$ cat config.mk
export PLATFORM = sky130hd
export DESIGN_NAME = lps_front
export DESIGN_NICKNAME = d
export VERILOG_FILES = /design/src/rtl/core/lps_pkg.sv /design/src/rtl/core/lps_front.sv
export SDC_FILE = /design/constraint.sdc
export NUM_CORES = 2
export LEC_CHECK = 0
export ABC_AREA = 0
export BUFFER_PORTS_ARGS = -buffer_cell sky130_fd_sc_hd__clkbuf_2
export CAP_MARGIN = 20
export CORE_MARGIN = 2
export CORE_UTILIZATION = 35
export DETAILED_ROUTE_END_ITERATION = 10
export PLACE_DENSITY = 0.54
export SLEW_MARGIN = 15
export SYNTH_ARGS = -nofsm -noshare
export SYNTH_HDL_FRONTEND = slang
export SYNTH_SLANG_ARGS = --single-unit
$ cat constraint.sdc
create_clock -name clk -period 7.9 [get_ports clk]
set_input_delay 1.58 -clock clk [delete_from_list [all_inputs] [get_ports clk]]
set_output_delay 1.58 -clock clk [all_outputs]
set_load 0.05 [all_outputs]
$ cat src/rtl/core/lps_pkg.sv
// Shared types and widths for the line point solver.
// Used by every module in rtl/core; depends on nothing.
package lps_pkg;

	localparam int CW = 16;
	localparam int DW = CW + 1;
	localparam int PW = CW + DW;
	localparam int SW = 2 * CW + 2;
	localparam int NW = 2 * CW + 1;
	localparam int NCELL = NW;

	typedef struct packed {
		logic signed [CW-1:0] start_x;
		logic signed [CW-1:0] start_y;
		logic signed [CW-1:0] end_x;
		logic signed [CW-1:0] end_y;
		logic signed [CW-1:0] search_x;
		logic signed [CW-1:0] search_y;
		logic                 command;
	} query_t;

	typedef struct packed {
		logic signed [CW-1:0] point_x;
		logic signed [CW-1:0] point_y;
	} point_t;

	typedef struct packed {
		logic          use_div;
		logic          solve_y;
		logic [CW-1:0] px;
		logic [CW-1:0] py;
	} side_t;

	typedef struct packed {
		logic [NW-1:0] num;
		logic [CW-1:0] dm;
		logic [CW-1:0] rem;
		logic [CW-1:0] quo;
		logic          neg;
		side_t         side;
	} div_t;

endpackage

$ cat src/rtl/core/lps_front.sv
// Front stages: differences, the two products, their sum and its magnitude.
// Also resolves the vertical and horizontal line cases. Depends on lps_pkg.
module lps_front (
	input  logic           clk,
	input  logic           arst_n,
	input  logic           en,
	input  logic           query_valid,
	input  lps_pkg::query_t query,
	output logic           down_valid,
	output lps_pkg::div_t  down
);

	lps_pkg::query_t q_s1;
	logic signed [lps_pkg::DW-1:0] dx_s1, dy_s1, dq_s1;
	logic v_s1, v_s2, v_s3, v_s4;

	logic signed [lps_pkg::PW-1:0] p1_s2;
	logic signed [lps_pkg::SW-1:0] p2_s2;
	logic                          den_neg_s2;
	logic [lps_pkg::CW-1:0]        dm_s2;
	lps_pkg::side_t                side_s2;

	logic signed [lps_pkg::SW-1:0] sum_s3;
	logic                          den_neg_s3;
	logic [lps_pkg::CW-1:0]        dm_s3;
	lps_pkg::side_t                side_s3;

	lps_pkg::div_t div_s4;

	logic signed [lps_pkg::DW-1:0] dx, dy, dq;
	logic signed [lps_pkg::CW-1:0] op_a;
	logic signed [lps_pkg::DW-1:0] op_b, op_d;
	logic [lps_pkg::DW-1:0]        b_abs;
	logic [lps_pkg::DW-1:0]        msum_x, msum_y, mid_x, mid_y;
	lps_pkg::side_t                side;
	logic [lps_pkg::SW-1:0]        sum_abs;
	lps_pkg::div_t                 div;

	always_comb begin
		dx = {query.end_x[lps_pkg::CW-1], query.end_x}
			- {query.start_x[lps_pkg::CW-1], query.start_x};
		dy = {query.end_y[lps_pkg::CW-1], query.end_y}
			- {query.start_y[lps_pkg::CW-1], query.start_y};
		if (query.command) begin
			dq = {query.search_x[lps_pkg::CW-1], query.search_x}
				- {query.start_x[lps_pkg::CW-1], query.start_x};
		end else begin
			dq = {query.search_y[lps_pkg::CW-1], query.search_y}
				- {query.start_y[lps_pkg::CW-1], query.start_y};
		end
	end

	always_comb begin
		op_a = q_s1.command ? q_s1.start_y : q_s1.start_x;
		op_b = q_s1.command ? dx_s1 : dy_s1;
		op_d = q_s1.command ? dy_s1 : dx_s1;
		b_abs = op_b[lps_pkg::DW-1] ? (~op_b + 1'b1) : op_b;

		msum_x = {q_s1.start_x[lps_pkg::CW-1], q_s1.start_x}
			+ {q_s1.end_x[lps_pkg::CW-1], q_s1.end_x};
		msum_y = {q_s1.start_y[lps_pkg::CW-1], q_s1.start_y}
			+ {q_s1.end_y[lps_pkg::CW-1], q_s1.end_y};
		mid_x = msum_x + {{(lps_pkg::DW-1){1'b0}}, msum_x[lps_pkg::DW-1]};
		mid_y = msum_y + {{(lps_pkg::DW-1){1'b0}}, msum_y[lps_pkg::DW-1]};

		side.use_div = 1'b0;
		side.solve_y = q_s1.command;
		side.px = q_s1.search_x;
		side.py = q_s1.search_y;
		if (dx_s1 == '0) begin
			if (q_s1.command) begin
				side.py = mid_y[lps_pkg::DW-1:1];
			end else begin
				side.px = q_s1.start_x;
			end
		end else if (dy_s1 == '0) begin
			side.py = q_s1.start_y;
			if (!q_s1.command) begin
				side.px = mid_x[lps_pkg::DW-1:1];
			end
		end else begin
			side.use_div = 1'b1;
		end
	end

	always_comb begin
		sum_abs = sum_s3[lps_pkg::SW-1] ? (~sum_s3 + 1'b1) : sum_s3;
		div.num = sum_abs[lps_pkg::NW-1:0];
		div.dm = dm_s3;
		div.rem = '0;
		div.quo = '0;
		div.neg = sum_s3[lps_pkg::SW-1] ^ den_neg_s3;
		div.side = side_s3;
	end

	always_ff @(posedge clk or negedge arst_n) begin
		if (!arst_n) begin
			v_s1 <= 1'b0;
			v_s2 <= 1'b0;
			v_s3 <= 1'b0;
			v_s4 <= 1'b0;
		end else if (en) begin
			v_s1 <= query_valid;
			v_s2 <= v_s1;
			v_s3 <= v_s2;
			v_s4 <= v_s3;
		end
	end

	always_ff @(posedge clk) begin
		if (en) begin
			q_s1 <= query;
			dx_s1 <= dx;
			dy_s1 <= dy;
			dq_s1 <= dq;

			p1_s2 <= op_a * op_b;
			p2_s2 <= dq_s1 * op_d;
			den_neg_s2 <= op_b[lps_pkg::DW-1];
			dm_s2 <= b_abs[lps_pkg::CW-1:0];
			side_s2 <= side;

			sum_s3 <= lps_pkg::SW'(p1_s2) + p2_s2;
			den_neg_s3 <= den_neg_s2;
			dm_s3 <= dm_s2;
			side_s3 <= side_s2;

			div_s4 <= div;
		end
	end

	assign down_valid = v_s4;
	assign down = div_s4;

endmodule

# Word level (Yosys, flattened, before mapping)
# Cells that the tools add are included.
# word_totals
register_bits	439
input_bits	101
output_inout_bits	117
wordCells	66
# op_classes
add_sub_neg	11
mul	2
muxes	12
bitwise	3
n_reduce_logical	2
# ops
operator	count
16-bit 2-to-1 mux	5
16-bit by 16-bit subtractor with 17-bit output	4
32-bit 2-to-1 mux	2
17-bit 2-to-1 mux	3
16-bit by 16-bit adder with 17-bit output	2
17-bit by 1-bit adder with 17-bit output	2
33-bit by 34-bit adder with 34-bit output	1
17-bit zero test	2
17-bit by 17-bit multiplier with 34-bit output	1
33-bit by 1-bit adder with 33-bit output, second input constant	1
16-bit by 17-bit multiplier with 33-bit output	1
33-bit 2-to-1 mux	1
33-bit inverter	1
16-bit by 1-bit adder with 16-bit output, second input constant	1
16-bit inverter	1
1-bit 2-to-1 mux	1
1-bit XOR	1

# Depth between registers and ports, before layout
# logic_depth
depth_word	5
mapped_depth	28
ltp_nobuf	25

# Least setup slack after synthesis
# OpenSTA, ideal clock, no wires.
# synth_timing
path_kind	flip-flop to flip-flop
start	register q_s1[0] in the netlist's numbering
end	register p1_s2[32] in the netlist's numbering, data pin
setup_time_ns	0.260
t_arrival_ns	7.497
required_time_ns	7.640
setup_slack_ns	0.143
stages_incl_launch_ff	27
path_buffers	4
path_cell_list	edfxtp_1 buf_2 buf_1 clkbuf_1 clkbuf_1 mux2_2 nand2_1 inv_1 fa_1 inv_1 fa_1 fa_1 inv_1 fa_1 fa_1 inv_1 fa_1 inv_1 ha_1 a211oi_1 o21bai_1 o311ai_0 a211oi_1 a2111o_1 a21oi_1 o21bai_1 xnor2_1
# synth_between
elab_chain_cells	2
elab_cells_between_ends	3
# synth_lines
item	line	source
start: declaration	lps_front.sv:13	lps_pkg::query_t q_s1;
start signal: assignment	lps_front.sv:112	q_s1 <= query;
16-bit 2-to-1 mux / 17-bit 2-to-1 mux (equally long branches)	lps_front.sv:54, lps_front.sv:55	
16-bit by 17-bit multiplier with 33-bit output (*)	lps_front.sv:117	p1_s2 <= op_a * op_b;
end signal: assignment	lps_front.sv:117	
end: declaration	lps_front.sv:17	logic signed [lps_pkg::PW-1:0] p1_s2;
# Mark *: on every way between the ends. The rest lies on a longest branch, timed or not.
# A chain may end at the register's enable or synchronous reset.

# Worst setup path in the final report
# layout_timing
start	register q_s1[0] in the netlist's numbering
end	register p1_s2[31] in the netlist's numbering, data pin
# The elaborated chain is that of the path after synthesis.

==> results_tabular.tex <==
\begin{tabular}{lr}
\hline
Metric & Value \\
\hline
\multicolumn{2}{l}{\textbf{Timing}} \\
Setup tns final & 0 ns \\
Measured slew at the worst slew-check pin & 1.06 ns \\
Max Freq & 135 MHz \\
Number of pins with negative max-slew slack in the final report & 0 \\
Number of setup violations in the final report & 0 \\
Max\_slew headroom & 29.3\% \\
Crit share post-route & 93.6\% \\
Maximum clock skew at final layout & 0.0285 ns \\
Unrepaired setup endpoints after global routing & false \\
Final hold violations & 0 \\
Min Clock Period, post-route & 7.40 ns \\
\multicolumn{2}{l}{\textbf{CTS}} \\
Buffer cell driving the clock tree root & clkbuf\_16 \\
Number of sinks on the clock net & 439 \\
Setup Buffers After CTS & 0 \\
Buffer levels on the longest clock path & 3 \\
Clk\_lat worst skew & 0.65 ns \\
Number of buffers created by CTS & 50 \\
Clock transition at path regs & 0.06 ns \\
Clock tree from TritonCTS & built \\
CTS H-tree depth & 2 \\
\multicolumn{2}{l}{\textbf{Drt}} \\
DRC violations left & 0 \\
Initial DRT Pass Iterations & 6 \\
Via count & 29300 \\
Detailed Route WL & 116000 um \\
Count of routing violations after the opening detailed-route iteration & 1848 \\
Routed Antenna Nets & 0 \\
Via density & 4.96 \\
Final routed wire length divided by cell count & 19.6 um \\
\multicolumn{2}{l}{\textbf{Global route}} \\
Pin count of the biggest net entering global routing & 168 \\
Leftover overflow at the end of global routing & 0 \\
Global-route wire length before repair & 180000 um \\
Initial antenna violation count & 1 \\
Overall Global Routing Usage & 18.7\% \\
Vias in the first global route & 30500 \\
\multicolumn{2}{l}{\textbf{Setup path}} \\
Slowest stage cell, crit path & a2111oi\_0 \\
Delay of the slowest cell on the worst path & 0.83 ns \\
Largest fanout on the critical path & 32 \\
Worst path required time & 8.28 ns \\
Critical path endpoint category & flip-flop \\
Critical Path Start Type & flip-flop \\
Arrival time at the worst endpoint & 7.78 ns \\
Critical Setup Path Class & reg -> reg \\
\multicolumn{2}{l}{\textbf{Floorplan}} \\
Std-Cell Core Area & 0.122 mm\^{}2 \\
Ports & 218 \\
Overall die area & 0.126 mm\^{}2 \\
Width of the chip & 355 um \\
Initial standard-cell utilization of the core & 35.3\% \\
Std cell rows & 128 \\
Overall die height & 355 um \\
\multicolumn{2}{l}{\textbf{Placement}} \\
Number of buffers added on ports & 185 \\
Placed Instances & 5818 \\
Placed wire-length estimate & 93500 um \\
Global placer's final weighted congestion & 0.928 \\
\multicolumn{2}{l}{\textbf{Logic synthesis}} \\
Number of distinct standard cells referenced by the synthesized netlist & 78 \\
Sequential area share after synthesis & 30.5\% \\
Flops \& latches, synth & 439 \\
Synthesis Warnings & 0 \\
Syn Inst Count & 4041 \\
Synth Flop Type & edfxtp\_1 \\
Average cell area after synthesis & 10.7 um\^{}2 \\
Count of flip-flops with a built-in enable after synthesis & 435 \\
Cell area after synthesis & 0.0431 mm\^{}2 \\
Async SR Flop Fraction & 0.911\% \\
\multicolumn{2}{l}{\textbf{Finish}} \\
Count of antenna diodes in the layout & 0 \\
Area growth from synthesis to final layout & 10.7\% \\
Total Nets Final & 5228 \\
Non-Filler Instances & 5912 \\
Share of final-layout standard cells stronger than drive strength 1 & 9.07\% \\
\multicolumn{2}{l}{\textbf{Job}} \\
Number of max-capacitance violations reported & 0 \\
\multicolumn{2}{l}{\textbf{Worst hold path}} \\
Class of the most critical hold timing path & reg -> reg \\
\multicolumn{2}{l}{\textbf{Status}} \\
Status & completed \\
\hline
\end{tabular}
-- area by class of cell --
type                            count  area (um^2)
Multi-Input combinational cell   2809        26800
Tap cell                         1625         2030
Sequential cell                   439        13200
Inverter                          701         2630
Timing Repair Buffer              245         1460
Clock buffer                       58         1280
Clock inverter                     35          307
Fill cell                       12100        74300
-- worst max-delay path: cells and delay by family (launching register included) --
kind | cells | cell delay (ns)
fa+ha+maj | 7 | 2.69
buf+inv | 6 | 0.86
compound gates | 7 | 2.05
simple gates | 3 | 0.50
flops | 1 | 0.44
xor+xnor | 1 | 0.09
mux | 1 | 0.50
-- stage by stage --
stage          util, %  hold slack [ns]  worst slack, ns  instance area [um^2]
2_1_floorplan        -            0.400            0.143                 43200
3_3_place_gp      37.8            0.401            0.420                 46100
3_5_place_dp      37.8            0.405            0.381                 46100
4_1_cts           39.1            0.414            0.329                 47700
5_1_grt           39.1            0.417           0.0105                 47700
6_report          39.1            0.412            0.504                 47700
-- repair_timing --
| action | CTS | global route |
|---|---|---|
| hold buffers | 0 | 0 |
| endpoints found under the setup margin | 0 | 4 |
| gates resized for setup | 0 | 2 |
-- cells in the mapped netlist (all sizes together) (38+ instances only) --
cell type	instances	area (um^2)
clkbuf	85	319
nor2	290	1090
fa	579	11600
nor3	47	240
nand2b	53	332
nand2	322	1210
edfxtp	435	13100
xnor2	179	1570
o21ai	108	541
buf	38	264
inv	699	2620
a21o	57	428
a21oi	150	754
ha	302	3780
and2	55	344
mux2i	47	470
xor2	54	473
nor2b	127	795
-- logic make-up after synthesis --
group                      after synthesis  synth area share [%]
and+or+nand+nor                       1026                  11.2
adders and majority gates              881                  35.7
buffers and inverters                  824                  7.46
AOI/OAI and AO/OA                      553                  8.29
DFF                                    439                  30.5
xor gates and xnor gates               233                  4.74
muxes                                   84                  2.06
other                                    1               0.00870
-- cell usage in the layout, fill, tap and decap left out, types with 21 or more instances in the layout --
cell / instances
a211oi_1: 21
and2_1: 54
mux2i_1: 46
inv_1: 699
conb_1: 32
nor2b_1: 127
buf_4: 54
mux2_2: 37
nand2b_1: 53
nor2_1: 290
xor2_1: 54
o21a_1: 33
o21ai_0: 108
edfxtp_1: 435
clkbuf_16: 50
nor3_1: 46
nand3_1: 36
a21oi_1: 149
fa_1: 579
o22ai_1: 26
nand2_1: 322
a21o_1: 57
ha_1: 302
xnor2_1: 179
clkbuf_2: 184
-- metal layers --
metal,vias to the layer above,global-route usage [%],wire length [um]
met3,143,2.95,6310
met5,-,0,0
met4,0,4.75,2850
met2,697,31.8,55600
met1,14900,24.9,50800
li1,13600,-,-
-- flip-flops by register name (all words and copies together), names as in the netlist, 16 cells and up --
name and count:
div 34, dm_s2 16, dm_s3 16, down 84, dq_s1 17, dx_s1 17, dy_s1 17, p1_s2 33
p2_s2 34, q_s1 97, side_s2 34, sum_s3 34
-- final timing paths --
check / endpoint / start / slack [ns] / depth (start not counted)
hold reg to reg: down[80] / dm_s3[13] / 0.41 / 0
setup reg to reg: p1_s2[31] / q_s1[0] / 0.50 / 25
hold / removal: down[80] / dm_s3[13] / 0.41 / 0
max in group asynchronous: v_s3 / arst_n / 7.04 / 1
min in group asynchronous: down_valid / arst_n / 0.74 / 1
setup / recovery: p1_s2[31] / q_s1[0] / 0.50 / 25
Power is left out: the tool's default activity adds up to more than one toggle a clock period on the data nets, which glitch-free logic cannot reach.
