## config.mk

```make
export PLATFORM = sky130hd
export DESIGN_NAME = lps_div_cell
export DESIGN_NICKNAME = d
export VERILOG_FILES = /design/src/rtl/core/lps_pkg.sv /design/src/rtl/core/lps_div_cell.sv
export SDC_FILE = /design/constraint.sdc
export NUM_CORES = 1
export LEC_CHECK = 0
export BUFFER_PORTS_ARGS = -buffer_cell sky130_fd_sc_hd__buf_2
export CAP_MARGIN = 20
export CORE_MARGIN = 3
export CORE_UTILIZATION = 44
export DETAILED_ROUTE_END_ITERATION = 10
export PLACE_DENSITY = 0.78
export SYNTH_ARGS = -nofsm -noshare
export SYNTH_HDL_FRONTEND = slang
export SYNTH_SLANG_ARGS = --single-unit
```

## constraint.sdc

```tcl
create_clock -name clk -period 1.14 [get_ports clk]
set_clock_uncertainty 0.15 [all_clocks]
set_input_delay 0.342 -clock clk [delete_from_list [all_inputs] [get_ports clk]]
set_output_delay 0.342 -clock clk [all_outputs]
set_load 0.05 [all_outputs]
```

## src/rtl/core/lps_pkg.sv

```systemverilog
// Shared types and widths for the line point solver.
// Used by every module in rtl/core; depends on nothing.
package lps_pkg;

	localparam int CW = 16;
	localparam int DW = CW + 1;
	localparam int PW = CW + DW;
	localparam int SW = 2 * CW + 2;
	localparam int NW = 2 * CW + 1;
	localparam int NCELL = NW;

	typedef struct packed {
		logic signed [CW-1:0] start_x;
		logic signed [CW-1:0] start_y;
		logic signed [CW-1:0] end_x;
		logic signed [CW-1:0] end_y;
		logic signed [CW-1:0] search_x;
		logic signed [CW-1:0] search_y;
		logic                 command;
	} query_t;

	typedef struct packed {
		logic signed [CW-1:0] point_x;
		logic signed [CW-1:0] point_y;
	} point_t;

	typedef struct packed {
		logic          use_div;
		logic          solve_y;
		logic [CW-1:0] px;
		logic [CW-1:0] py;
	} side_t;

	typedef struct packed {
		logic [NW-1:0] num;
		logic [CW-1:0] dm;
		logic [CW-1:0] rem;
		logic [CW-1:0] quo;
		logic          neg;
		side_t         side;
	} div_t;

endpackage

```

## src/rtl/core/lps_div_cell.sv

```systemverilog
// One cell of the divider chain: settles one quotient bit per stage.
// Depends on lps_pkg.
module lps_div_cell (
	input  logic          clk,
	input  logic          arst_n,
	input  logic          en,
	input  logic          up_valid,
	input  lps_pkg::div_t up,
	output logic          down_valid,
	output lps_pkg::div_t down
);

	logic [lps_pkg::CW:0] trial, diff;
	logic                 fit;
	lps_pkg::div_t        nxt;
	logic                 valid_q;
	lps_pkg::div_t        data_q;

	always_comb begin
		trial = {up.rem, up.num[lps_pkg::NW-1]};
		fit = trial >= {1'b0, up.dm};
		diff = trial - {1'b0, up.dm};
		nxt = up;
		nxt.num = {up.num[lps_pkg::NW-2:0], 1'b0};
		nxt.rem = fit ? diff[lps_pkg::CW-1:0] : trial[lps_pkg::CW-1:0];
		nxt.quo = {up.quo[lps_pkg::CW-2:0], fit};
	end

	always_ff @(posedge clk or negedge arst_n) begin
		if (!arst_n) begin
			valid_q <= 1'b0;
		end else if (en) begin
			valid_q <= up_valid;
		end
	end

	always_ff @(posedge clk) begin
		if (en) begin
			data_q <= nxt;
		end
	end

	assign down_valid = valid_q;
	assign down = data_q;

endmodule
```

# Word-level counts from Yosys, hierarchy flattened
# Cells that the tools add are included.
dict set report word_totals {
  output_inout_bits 117
  wordCells 13
  input_bits 120
  ff_bits 116
}
dict set report classes {
  n_lt_le_gt_ge 1
  n_mux 1
  n_addsub 1
}
# cell count
set ops {}
lappend ops {{>= comparator 17 x 16 -> 1 bit} 1}
lappend ops {{two-way mux 16 bit} 1}
lappend ops {{subtractor 16 bit} 1}

# Logic depth before layout (Yosys ltp)
# Gate-level depths: netlist of the first run.
dict set report depth {
  depth_word 2
  ltp_mapped 11
  ltp_nobuf 9
}

# Least setup slack after synthesis of the first run
# OpenSTA, ideal clock, no wires.
dict set report synth_timing {
  kind {input-to-reg}
  start {in up[81] (netlist name)}
  end {reg data_q (netlist bit down[56]), data pin}
  cell_stages 11
  t_arrival_ns 2.264
  n_path_buf 2
  path_slack_ns -1.535
  required_time_ns 0.730
  cell_sequence {inv_1 ha_1 buf_6 a21o_1 a211o_1 a41o_1 a31oi_4 o21a_4 inv_4 buf_12 mux2_4}
}
# item line_no
set synth_lines {}
lappend synth_lines {{start, declared} lps_div_cell.sv:8} ;# input lps_pkg::div_t up,
lappend synth_lines {{end signal, assigned} lps_div_cell.sv:39} ;# data_q <= nxt;
lappend synth_lines {{end, declared} lps_div_cell.sv:17} ;# lps_pkg::div_t data_q;

==> tab_implementation.tex, run 1 <==
\begin{tabular}{lr}
\hline
Metric & Value \\
\hline
\multicolumn{2}{l}{\textbf{Clock network}} \\
\# clock sinks & around 120 \\
Number of H-tree branching levels & 4 \\
CTS tree & done \\
Clock slew at the register clock pins of the worst setup and hold paths & around 0.06 ns \\
Largest buffer count on any clock path & 2 \\
TritonCTS buffer count & 17 \\
Root buffer cell & sky130\_fd\_sc\_hd\_\_clkbuf\_8 \\
Later-pin clock latency in the skew report & 0.50 ns \\
\multicolumn{2}{l}{\textbf{GRT}} \\
Vias in the first global route & roughly 4600 \\
Largest net degree at the start of global routing & 46 \\
Overall track demand over capacity in global routing & between 30\% and 40\% \\
Antenna violations before repair & 4 \\
Global-route wire length before repair & approximately 29000 µm \\
Remaining global-route overflow & 0 \\
\multicolumn{2}{l}{\textbf{Placed design}} \\
Pre-CTS worst setup slack & -1.55 ns \\
Total of buffers placed on input and output ports & between 200 and 250 \\
Placer's final routability congestion estimate & around 0.83 \\
Half-perimeter wire length of the detailed placement result & between 9000 and 10000 µm \\
Count of placed standard cells including taps & just under 700 \\
\multicolumn{2}{l}{\textbf{Setup path}} \\
Max FO, Critical Path & 4 \\
WP data arrival & around 2.4 ns \\
Critical-path top delay cell & sky130\_fd\_sc\_hd\_\_a311oi\_4 \\
Worst Setup Path Type & input port to register \\
CP delay by family, top & compound AO/OA/AOI/OAI gates \\
Critical path's largest stage delay & 0.40 ns \\
Reg2reg setup slack & -0.07 ns \\
Worst r2r src & down\_valid\$\_DFFE\_PN0P\_ \\
Reg2reg end & down\_valid\$\_DFFE\_PN0P\_ \\
Count of buffer and inverter cells on the critical path & 3 \\
Crit-path cells & buf\_2 -> inv\_2 -> ha\_4 -> a21o\_1 -> nand2\_1 -> a311oi\_4 -> o21ai\_2 -> o21a\_4 -> buf\_4 -> o41ai\_4 \\
Critical path endpoint category & register \\
Critical Path Source Type & input port \\
Crit path required time & 1.29 ns \\
FF-to-FF path depth & 3 \\
\multicolumn{2}{l}{\textbf{STA}} \\
Count of endpoints failing hold in the final timing report & 0 \\
RSZ-0062 raised after global routing & yes \\
Max frequency & roughly 450 MHz \\
Worst hold slack across all endpoints & roughly 0.014 ns \\
Crit path time final & 2.22 ns \\
Fin worst setup slack & -1.08 ns \\
Endpoints failing setup & 134 \\
Pins over their slew limit & 0 \\
Fin Setup TNS & -65.89 ns \\
Fin crit share & 194\% \\
\multicolumn{2}{l}{\textbf{Yosys}} \\
Mapped Area & between 4000 and 5000 µm² \\
Sequential element share of the synthesized area & $\sim$75\% \\
Synth warnings & 0 \\
Post-synthesis instance total & around 280 \\
Share of async-settable or async-resettable flops after synthesis & less than 1\% \\
Synthesis-stage register bit count & 116 \\
Unique masters post-synth & 46 \\
Synthesized net count & 412 \\
Most used flip-flop cell after synthesis & sky130\_fd\_sc\_hd\_\_edfxtp\_1 \\
Avg Cell Area, Syn & 17.0 µm² \\
Number of enable flip-flop cells after synthesis & approximately 120 \\
\multicolumn{2}{l}{\textbf{Final layout}} \\
Highest-count cells in the layout ignoring fill and taps & 123 x sky130\_fd\_sc\_hd\_\_buf\_6, 115 x sky130\_fd\_sc\_hd\_\_edfxtp\_1, 109 x sky130\_fd\_sc\_hd\_\_buf\_2 \\
Non-filler instance count after layout & around 840 \\
Area taken by multi-input logic gates & 1290 µm² \\
Filler instances & $\sim$340 \\
Nets & about 830 \\
Register area & around 3500 µm² \\
Fraction of layout cells with a size suffix above 1 & a little over half \\
Layout overhead on the synthesized area & 97.0\% \\
Most frequent standard cell in the layout excluding fill and tap cells & sky130\_fd\_sc\_hd\_\_buf\_6 \\
\multicolumn{2}{l}{\textbf{Drt}} \\
Antenna Nets Post-Route & 0 \\
DR vias/cell & roughly 5.5 \\
DRT met1 WL & around 7200 µm \\
Sum of met2 wire segment lengths after detailed routing & $\sim$11000 µm \\
Detailed-route wire length & approximately 21000 µm \\
Violation count after the first detailed-route iteration & 381 \\
Uppermost routed layer & met4 \\
Routed length per placed instance & approximately 25 µm \\
Detailed-route via count & approximately 4600 \\
Number of iterations in the first detailed-routing pass & 5 \\
Length of routed met3 wiring & approximately 1900 µm \\
DR DRC count & 0 \\
\multicolumn{2}{l}{\textbf{Outcome}} \\
Violated checks & negative setup slack \\
Status & complete, but fails checks \\
\multicolumn{2}{l}{\textbf{Floorplanning}} \\
Starting density of the core & 46.4\% \\
CORE AREA & roughly 10000 µm² \\
Ports placed on the boundary & 237 \\
Horizontal extent of the die & about 110 µm \\
Number of rows in the core area & 36 \\
DIE AREA & about 12000 µm² \\
Die Y & around 110 µm \\
\multicolumn{2}{l}{\textbf{Flow run}} \\
Max-capacitance violation count & 0 \\
\multicolumn{2}{l}{\textbf{Min path}} \\
Class of the most critical hold timing path & input port to register \\
Number of instances on the worst hold path & 2 \\
Hold path start & up[57] \\
Destination of the worst hold path & down[58]\$\_DFFE\_PP\_ \\
\multicolumn{2}{l}{\textbf{Power and ir drop}} \\
Reported leakage power & around 0.0040 µW \\
Overall power consumption & between 15000 and 20000 µW \\
Power Density & 1650 nW/µm² \\
VDD IR max & between 1 and 1.5 mV \\
\hline
\end{tabular}
[through the flow]
stage          util [%]  area [µm²]
2_1_floorplan         -        4820
3_3_place_gp       65.3        6560
3_5_place_dp       65.3        6560
4_1_cts            90.7        9110
5_1_grt            91.5        9190
6_report           91.5        9190
[routing by layer]
metal	track usage (%)	vias up
li1	-	1885
met4	17.9	0
met1	37.0	2266
met2	61.3	358
met3	9.59	80
met5	0	-
[synth_stat cells (all sizes together) (2+ instances only)]
| cell type | n | area [µm²] |
|---|---|---|
| o21ai | 9 | 45.0 |
| buf | 3 | 38.8 |
| nand4 | 3 | 18.8 |
| a41o | 2 | 20.0 |
| inv | 25 | 96.4 |
| a211oi | 2 | 15.0 |
| a21o | 3 | 22.5 |
| o21bai | 4 | 30.0 |
| o21a | 2 | 22.5 |
| xnor2 | 8 | 70.1 |
| mux2 | 13 | 176 |
| clkbuf | 4 | 15.0 |
| nor2 | 9 | 33.8 |
| xor2 | 4 | 35.0 |
| edfxtp | 115 | 3450 |
| and3 | 2 | 12.5 |
| ha | 16 | 200 |
| a31oi | 4 | 40.0 |
| nand3 | 3 | 15.0 |
| mux2i | 3 | 30.0 |
| a21oi | 10 | 50.1 |
| nand2 | 13 | 48.8 |
| a211o | 2 | 17.5 |
[kinds of logic after synthesis]
group / Yosys count / synth area share [%]
compound gates: 45 / 7.00
xor+xnor: 12 / 2.25
fa+ha+maj: 17 / 4.72
buf+inv: 32 / 3.22
flops: 116 / 74.6
mux: 16 / 4.42
other cells: 1 / 0.0804
simple gates: 36 / 3.75
[timing repair]
action | CTS | global route
setup endpoints to repair | 133 | 133
endpoints found under the hold margin | 104 | 0
hold buffers | 103 | 0
gates cloned | 1 | 0
pin swaps | 15 | 9
buffers inserted | 8 | 1
gates resized for setup | 267 | 15
[worst max-delay path by stage]
stage | startpoint | to | slack [ns] | depth (start not counted)
finish | up[70] | down[65]$_DFFE_PP_ | -1.08 | 10
global route | up[70] | down[65]$_DFFE_PP_ | -1.10 | 10
CTS | up[65] | down[62]$_DFFE_PP_ | -0.85 | 8
detailed placement | up[69] | down[54]$_DFFE_PP_ | -1.55 | 10
global placement | up[70] | down[55]$_DFFE_PP_ | -1.51 | 10
floorplan | up[81] | down[56]$_DFFE_PP_ | -1.41 | 11
[registers in the layout, indices dropped and copies added (netlist names)]
name and count:
down 115, down_valid 1
[final cells by class]
type	instances	area share, %
timing repair buffer	402	38.3
antenna	4	0.109
inverter	25	1.43
tap	133	1.81
multi-input combinational	127	14.1
clock buffer	20	4.63
timing repair inverter	1	0.0953
clock inverter	11	1.74
sequential	116	37.8
[report_power, final]
group          internal, µW  total [µW]  switching (µW)
Combinational          1780        4220            2440
Clock                  3520        5490            1970
Sequential             5160        5410             249
No activity file was read; power rests on OpenSTA's default activity.
==> run 2: changes to the inputs <==
CTS_BUF_LIST = sky130_fd_sc_hd__clkbuf_8 sky130_fd_sc_hd__clkbuf_16   (was not set)
CTS_CLUSTER_SIZE = 40   (was not set)
==> tab_implementation.tex, run 2 (synthesis gave the netlist of run 1 again) <==
\begin{tabular}{lr}
\hline
Metric & Value \\
\hline
\multicolumn{2}{l}{\textbf{Outcome}} \\
Status & complete, but fails checks \\
Violated checks & negative setup slack \\
\multicolumn{2}{l}{\textbf{Final layout}} \\
Most frequent standard cell in the layout excluding fill and tap cells & sky130\_fd\_sc\_hd\_\_buf\_6 \\
Layout overhead on the synthesized area & 97.7\% \\
Area taken by multi-input logic gates & $\sim$1300 µm² \\
Register area & around 3500 µm² \\
Max reg flops & 115 \\
Area of all placed cells without fillers & roughly 9000 µm² \\
Fraction of layout cells with a size suffix above 1 & a little over half \\
Non-filler instance count after layout & 842 \\
Nets & between 800 and 900 \\
Filler instances & $\sim$320 \\
Share of the core filled with cells & 91.8\% \\
Highest-count cells in the layout ignoring fill and taps & 123 x sky130\_fd\_sc\_hd\_\_buf\_6, 115 x sky130\_fd\_sc\_hd\_\_edfxtp\_1, 108 x sky130\_fd\_sc\_hd\_\_buf\_2 \\
\multicolumn{2}{l}{\textbf{Floorplanning}} \\
CORE AREA & approximately 10000 µm² \\
Horizontal extent of the die & roughly 110 µm \\
Starting density of the core & 46.4\% \\
DIE AREA & around 12000 µm² \\
Number of rows in the core area & 36 \\
Ports placed on the boundary & roughly 240 \\
Die Y & 109 µm \\
\multicolumn{2}{l}{\textbf{Drt}} \\
Antenna Nets Post-Route & 0 \\
Routed length per placed instance & 23.9 µm \\
DR DRC count & 0 \\
Violation count after the first detailed-route iteration & just over 400 \\
Detailed-route wire length & between 20000 and 25000 µm \\
DR vias/cell & between 5 and 6 \\
Detailed-route via count & roughly 4500 \\
Number of iterations in the first detailed-routing pass & 5 \\
\multicolumn{2}{l}{\textbf{Clock network}} \\
Largest buffer count on any clock path & 2 \\
CTS tree & done \\
\# clock sinks & approximately 120 \\
TritonCTS buffer count & 17 \\
Number of H-tree branching levels & 4 \\
Root buffer cell & sky130\_fd\_sc\_hd\_\_clkbuf\_8 \\
Clock slew at the register clock pins of the worst setup and hold paths & around 0.060 ns \\
Later-pin clock latency in the skew report & between 0.5 and 0.6 ns \\
\multicolumn{2}{l}{\textbf{Power and ir drop}} \\
Sequential share of power & between 30\% and 40\% \\
Switching Fraction & a little under a third \\
Combinational group share of total power & $\sim$28\% \\
Power Density & $\sim$1600 nW/µm² \\
Cell-internal power & $\sim$10000 µW \\
Overall power consumption & approximately 15000 µW \\
Total net switching power & approximately 4600 µW \\
Reported leakage power & around 0.004 µW \\
VDD IR max & between 1 and 1.5 mV \\
Part of the power in the clock network & 36.5\% \\
\multicolumn{2}{l}{\textbf{Placed design}} \\
Count of placed standard cells including taps & a little under 700 \\
Total of buffers placed on input and output ports & around 230 \\
Half-perimeter wire length of the detailed placement result & 9860 µm \\
Post-Place Cell Area & approximately 6600 µm² \\
Placer's final routability congestion estimate & 0.826 \\
\multicolumn{2}{l}{\textbf{Setup path}} \\
WP data arrival & between 2 and 2.5 ns \\
Critical Path Source Type & input port \\
Critical path endpoint category & register \\
Crit path required time & around 1.3 ns \\
Max FO, Critical Path & 6 \\
Worst Setup Path Type & input port to register \\
\multicolumn{2}{l}{\textbf{STA}} \\
Fin worst setup slack & -0.894 ns \\
Crit path time final & $\sim$2 ns \\
Fin crit share & 178\% \\
Max frequency & 492 MHz \\
Endpoints failing setup & between 100 and 150 \\
Fin Setup TNS & -66.35 ns \\
Pins over their slew limit & 0 \\
Count of endpoints failing hold in the final timing report & 0 \\
RSZ-0062 raised after global routing & yes \\
\multicolumn{2}{l}{\textbf{GRT}} \\
Vias in the first global route & roughly 4700 \\
Largest net degree at the start of global routing & 46 \\
Global-route wire length before repair & 29000 µm \\
Remaining global-route overflow & 0 \\
Antenna violations before repair & 3 \\
Overall track demand over capacity in global routing & roughly a third \\
\multicolumn{2}{l}{\textbf{Flow run}} \\
Max-capacitance violation count & 0 \\
\multicolumn{2}{l}{\textbf{Min path}} \\
Class of the most critical hold timing path & input port to register \\
\hline
\end{tabular}
run 2: changes by cell type in the layout (fill, tap and decap cells not counted), moves of 2 or more:
| cell | before | now |
|---|---|---|
| sky130_fd_sc_hd__diode_2 | 4 | 6 |
| sky130_fd_sc_hd__inv_1 | 15 | 20 |
| sky130_fd_sc_hd__inv_2 | 5 | 2 |
| sky130_fd_sc_hd__clkbuf_1 | 3 | 0 |
run 2: cell type report:
| cell class | instances | share of cell area, % |
|---|---|---|
| antenna | 6 | 0.163 |
| clock buffer | 17 | 4.49 |
| clock inverter | 14 | 1.86 |
| inverter | 25 | 1.45 |
| multi-input combinational | 127 | 14.1 |
| sequential | 116 | 37.7 |
| tap | 133 | 1.80 |
| timing repair buffer | 403 | 38.3 |
| timing repair inverter | 1 | 0.0949 |
run 2: per-stage QoR:
stage	hold WS [ns]	setup slack [ns]
CTS	-0.00425	-0.850
global route	-0.00561	-0.950
finish	0.00461	-0.894
floorplan	-0.104	-1.41
detailed placement	-0.0320	-1.55
global placement	-0.0309	-1.51
run 2: repair_timing:
item                                    CTS  global route
resized for setup                       267            19
setup buffers                             8             1
hold buffers                            103             1
pin swaps                                15             8
endpoints found under the setup margin  133           133
endpoints found under the hold margin   104             2
gates cloned                              1             0
run 2: layer usage:
| layer | up-vias | global-route usage [%] | share of wire (%) | routed length [µm] |
|---|---|---|---|---|
| met1 | 2212 | 38.5 | 36 | 7270 |
| met2 | 299 | 61.1 | 52 | 10500 |
| li1 | 1886 | - | - | - |
| met4 | 0 | 14.9 | 3.2 | 643 |
| met5 | - | 0 | 0 | 0 |
| met3 | 57 | 9.95 | 8.4 | 1700 |
run 2: path summary, 6_finish.rpt:
| path | startpoint | slack, ns | depth (start not counted) | end |
|---|---|---|---|---|
| worst max-delay path | up[81] | -0.89 | 10 | down[59]$_DFFE_PP_ |
| max in group asynchronous | arst_n | 0.23 | 3 | down_valid$_DFFE_PN0P_ |
| worst min-delay path | up[61] | 0.005 | 2 | down[62]$_DFFE_PP_ |
| worst min register to register | down_valid$_DFFE_PN0P_ | 0.57 | 2 | down_valid$_DFFE_PN0P_ |
| worst max register to register | down_valid$_DFFE_PN0P_ | 0.04 | 2 | down_valid$_DFFE_PN0P_ |
| min in group asynchronous | arst_n | 0.50 | 3 | down_valid$_DFFE_PN0P_ |
run 2: power groups by stage:
stage / clock (µW) / combinational [µW] / sequential [µW]
final: 5500 / 4160 / 5400
after global routing: 5700 / 4290 / 5430
after CTS: 5330 / 3940 / 5350
after detailed placement: 0 / 3050 / 5330
after global placement: 0 / 3000 / 5310
after floorplan: 0 / 666 / 6690
run 2: worst max-delay path, cell delays in order:
cell                      delay [ns]
sky130_fd_sc_hd__buf_8          0.09
sky130_fd_sc_hd__inv_12         0.03
sky130_fd_sc_hd__ha_4           0.23
sky130_fd_sc_hd__a21o_1         0.15
sky130_fd_sc_hd__a211o_1        0.28
sky130_fd_sc_hd__a41o_1         0.26
sky130_fd_sc_hd__a31oi_4        0.17
sky130_fd_sc_hd__o21a_4         0.22
sky130_fd_sc_hd__inv_6          0.07
sky130_fd_sc_hd__mux2_4         0.31
==> run 3: changes to the inputs <==
--- a/config.mk
+++ b/config.mk
@@ -10,5 +10,4 @@
 export CORE_MARGIN = 3
 export CORE_UTILIZATION = 44
-export CTS_BUF_LIST = sky130_fd_sc_hd__clkbuf_8 sky130_fd_sc_hd__clkbuf_16
 export CTS_CLUSTER_SIZE = 40
 export DETAILED_ROUTE_END_ITERATION = 10
==> constraint.sdc (replaced) <==
create_clock -name clk -period 2 [get_ports clk]
set_clock_uncertainty 0.15 [all_clocks]
set_input_delay 0.4 -clock clk [delete_from_list [all_inputs] [get_ports clk]]
set_output_delay 0.4 -clock clk [all_outputs]
set_load 0.05 [all_outputs]
==> tab_implementation.tex, run 3 (synthesis gave the netlist of run 1 again) <==
\begin{tabular}{lr}
\hline
Metric & Value \\
\hline
\multicolumn{2}{l}{\textbf{Clock network}} \\
Later-pin clock latency in the skew report & around 0.5 ns \\
Root buffer cell & sky130\_fd\_sc\_hd\_\_clkbuf\_8 \\
TritonCTS buffer count & 17 \\
Number of H-tree branching levels & 4 \\
CTS tree & done \\
\# clock sinks & approximately 120 \\
Clock slew at the register clock pins of the worst setup and hold paths & around 0.060 ns \\
Largest buffer count on any clock path & 2 \\
\multicolumn{2}{l}{\textbf{STA}} \\
Fin Setup TNS & -0.849 ns \\
Crit path time final & between 2 and 2.5 ns \\
Pins over their slew limit & 0 \\
Fin crit share & 104\% \\
Fin worst setup slack & -0.0869 ns \\
Count of endpoints failing hold in the final timing report & 0 \\
Endpoints failing setup & 12 \\
Max frequency & approximately 480 MHz \\
RSZ-0062 raised after global routing & yes \\
\multicolumn{2}{l}{\textbf{Placed design}} \\
Total of buffers placed on input and output ports & $\sim$230 \\
Placer's final routability congestion estimate & 0.842 \\
Half-perimeter wire length of the detailed placement result & 9870 µm \\
\multicolumn{2}{l}{\textbf{Drt}} \\
DR vias/cell & around 5 \\
Sum of met2 wire segment lengths after detailed routing & just under 9000 µm \\
Number of iterations in the first detailed-routing pass & 5 \\
DR DRC count & 0 \\
Violation count after the first detailed-route iteration & roughly 270 \\
Detailed-route wire length & 16000 µm \\
Uppermost routed layer & met5 \\
Antenna Nets Post-Route & 0 \\
Length of routed met3 wiring & around 1400 µm \\
Routed length per placed instance & between 15 and 20 µm \\
Detailed-route via count & just over 4000 \\
DRT met1 WL & $\sim$5200 µm \\
\multicolumn{2}{l}{\textbf{Floorplanning}} \\
Number of rows in the core area & 36 \\
Horizontal extent of the die & 109 µm \\
CORE AREA & about 10000 µm² \\
Ports placed on the boundary & roughly 240 \\
Starting density of the core & 46.4\% \\
Die Y & around 110 µm \\
DIE AREA & between 10000 and 15000 µm² \\
\multicolumn{2}{l}{\textbf{Final layout}} \\
Area taken by multi-input logic gates & around 1200 µm² \\
Filler instances & $\sim$550 \\
Layout overhead on the synthesized area & 76.2\% \\
Register area & 3480 µm² \\
Highest-count cells in the layout ignoring fill and taps & 231 x sky130\_fd\_sc\_hd\_\_buf\_2, 115 x sky130\_fd\_sc\_hd\_\_edfxtp\_1, 98 x sky130\_fd\_sc\_hd\_\_dlygate4sd3\_1 \\
Max reg flops & about 120 \\
Most frequent standard cell in the layout excluding fill and tap cells & sky130\_fd\_sc\_hd\_\_buf\_2 \\
Fraction of layout cells with a size suffix above 1 & 53.3\% \\
Nets & 814 \\
\multicolumn{2}{l}{\textbf{GRT}} \\
Vias in the first global route & about 4300 \\
Largest net degree at the start of global routing & between 40 and 50 \\
Remaining global-route overflow & 0 \\
Global-route wire length before repair & between 20000 and 25000 µm \\
Overall track demand over capacity in global routing & between 20\% and 30\% \\
Antenna violations before repair & 4 \\
\multicolumn{2}{l}{\textbf{Outcome}} \\
Violated checks & negative setup slack \\
Status & complete, but fails checks \\
\multicolumn{2}{l}{\textbf{Setup path}} \\
Crit path required time & about 2.1 ns \\
Max FO, Critical Path & 7 \\
Critical-path top delay cell & sky130\_fd\_sc\_hd\_\_mux2\_4 \\
WP data arrival & about 2.2 ns \\
Critical path endpoint category & register \\
Critical Path Source Type & input port \\
Worst Setup Path Type & input port to register \\
Crit-path cells & buf\_12 -> inv\_12 -> ha\_4 -> a21o\_1 -> a211o\_1 -> a41o\_1 -> a31oi\_4 -> o21a\_4 -> inv\_8 -> mux2\_4 \\
Critical path's largest stage delay & $\sim$0.3 ns \\
\multicolumn{2}{l}{\textbf{Min path}} \\
Class of the most critical hold timing path & input port to asynchronous set/reset pin \\
\multicolumn{2}{l}{\textbf{Power and ir drop}} \\
Overall power consumption & about 7800 µW \\
VDD IR max & slightly below 0.6 mV \\
Reported leakage power & 0.00365 µW \\
Power Density & approximately 940 nW/µm² \\
\multicolumn{2}{l}{\textbf{Flow run}} \\
Max-capacitance violation count & 0 \\
\hline
\end{tabular}
[run 3: cell count changes in the layout (fill, tap and decap cells not counted), moves of 3 or more]
cell	before	now
sky130_fd_sc_hd__clkinvlp_4	0	4
sky130_fd_sc_hd__inv_4	3	0
sky130_fd_sc_hd__bufinv_16	4	1
sky130_fd_sc_hd__buf_2	108	231
sky130_fd_sc_hd__dlygate4sd3_1	104	98
sky130_fd_sc_hd__buf_4	63	55
sky130_fd_sc_hd__buf_6	123	2
[run 3: final cells by class]
| type | instances | area share [%] |
|---|---|---|
| clock buffer | 17 | 5.04 |
| clock inverter | 15 | 1.60 |
| timing repair buffer | 389 | 32.0 |
| multi-input combinational | 127 | 15.2 |
| inverter | 25 | 1.54 |
| timing repair inverter | 1 | 0.137 |
| antenna | 4 | 0.122 |
| tap | 133 | 2.02 |
| sequential | 116 | 42.3 |
[run 3: final timing paths]
check	depth (start not counted)	to	from	slack (ns)
max	10	down[53]$_DFFE_PP_	up[81]	-0.09
min in group clk	2	down[68]$_DFFE_PP_	up[68]	0.05
max in group asynchronous	2	down_valid$_DFFE_PN0P_	arst_n	1.57
min reg2reg	1	down_valid$_DFFE_PN0P_	down_valid$_DFFE_PN0P_	0.38
max reg2reg	1	down_valid$_DFFE_PN0P_	down_valid$_DFFE_PN0P_	1.09
min	2	down_valid$_DFFE_PN0P_	arst_n	0.05
[run 3: power by group]
group,internal [µW],switching [µW],total (µW)
logic,708,1260,1970
clock network,1650,1140,2780
registers,2930,75.3,3010
[run 3: worst max-delay path, delay by kind of cell]
family | cells | cell delay [ns]
compound gates | 5 | 1.06
fa+ha+maj | 1 | 0.23
buf+inv | 3 | 0.20
mux | 1 | 0.30
[run 3: through the flow]
step | util, % | worst slack (ns) | instance area (µm²) | hold slack [ns] | cells
6_report | 81.8 | -0.0869 | 8220 | 0.0460 | 827
5_1_grt | 81.8 | -0.125 | 8220 | 0.0306 | 827
4_1_cts | 80.6 | -0.0444 | 8100 | 0.0125 | 819
3_5_place_dp | 64.8 | -0.749 | 6510 | 0.0309 | 687
3_3_place_gp | 64.8 | -0.694 | 6510 | 0.0261 | 687
2_1_floorplan | - | -0.606 | 4820 | -0.0456 | 275
[run 3: layer usage]
metal | vias to the layer above | global-route usage, %
met4 | 2 | 12.5
met5 | - | 0
li1 | 1860 | -
met3 | 53 | 8.82
met2 | 235 | 49.0
met1 | 1964 | 26.9
[run 3: timing repair]
action                                  4_1_cts  5_1_grt
pin swaps                                     4        8
resized for setup                            13       19
gates cloned                                  1        0
setup buffers                                 2        3
endpoints found under the setup margin       13       14
hold buffers                                 97        1
endpoints found under the hold margin        97        1
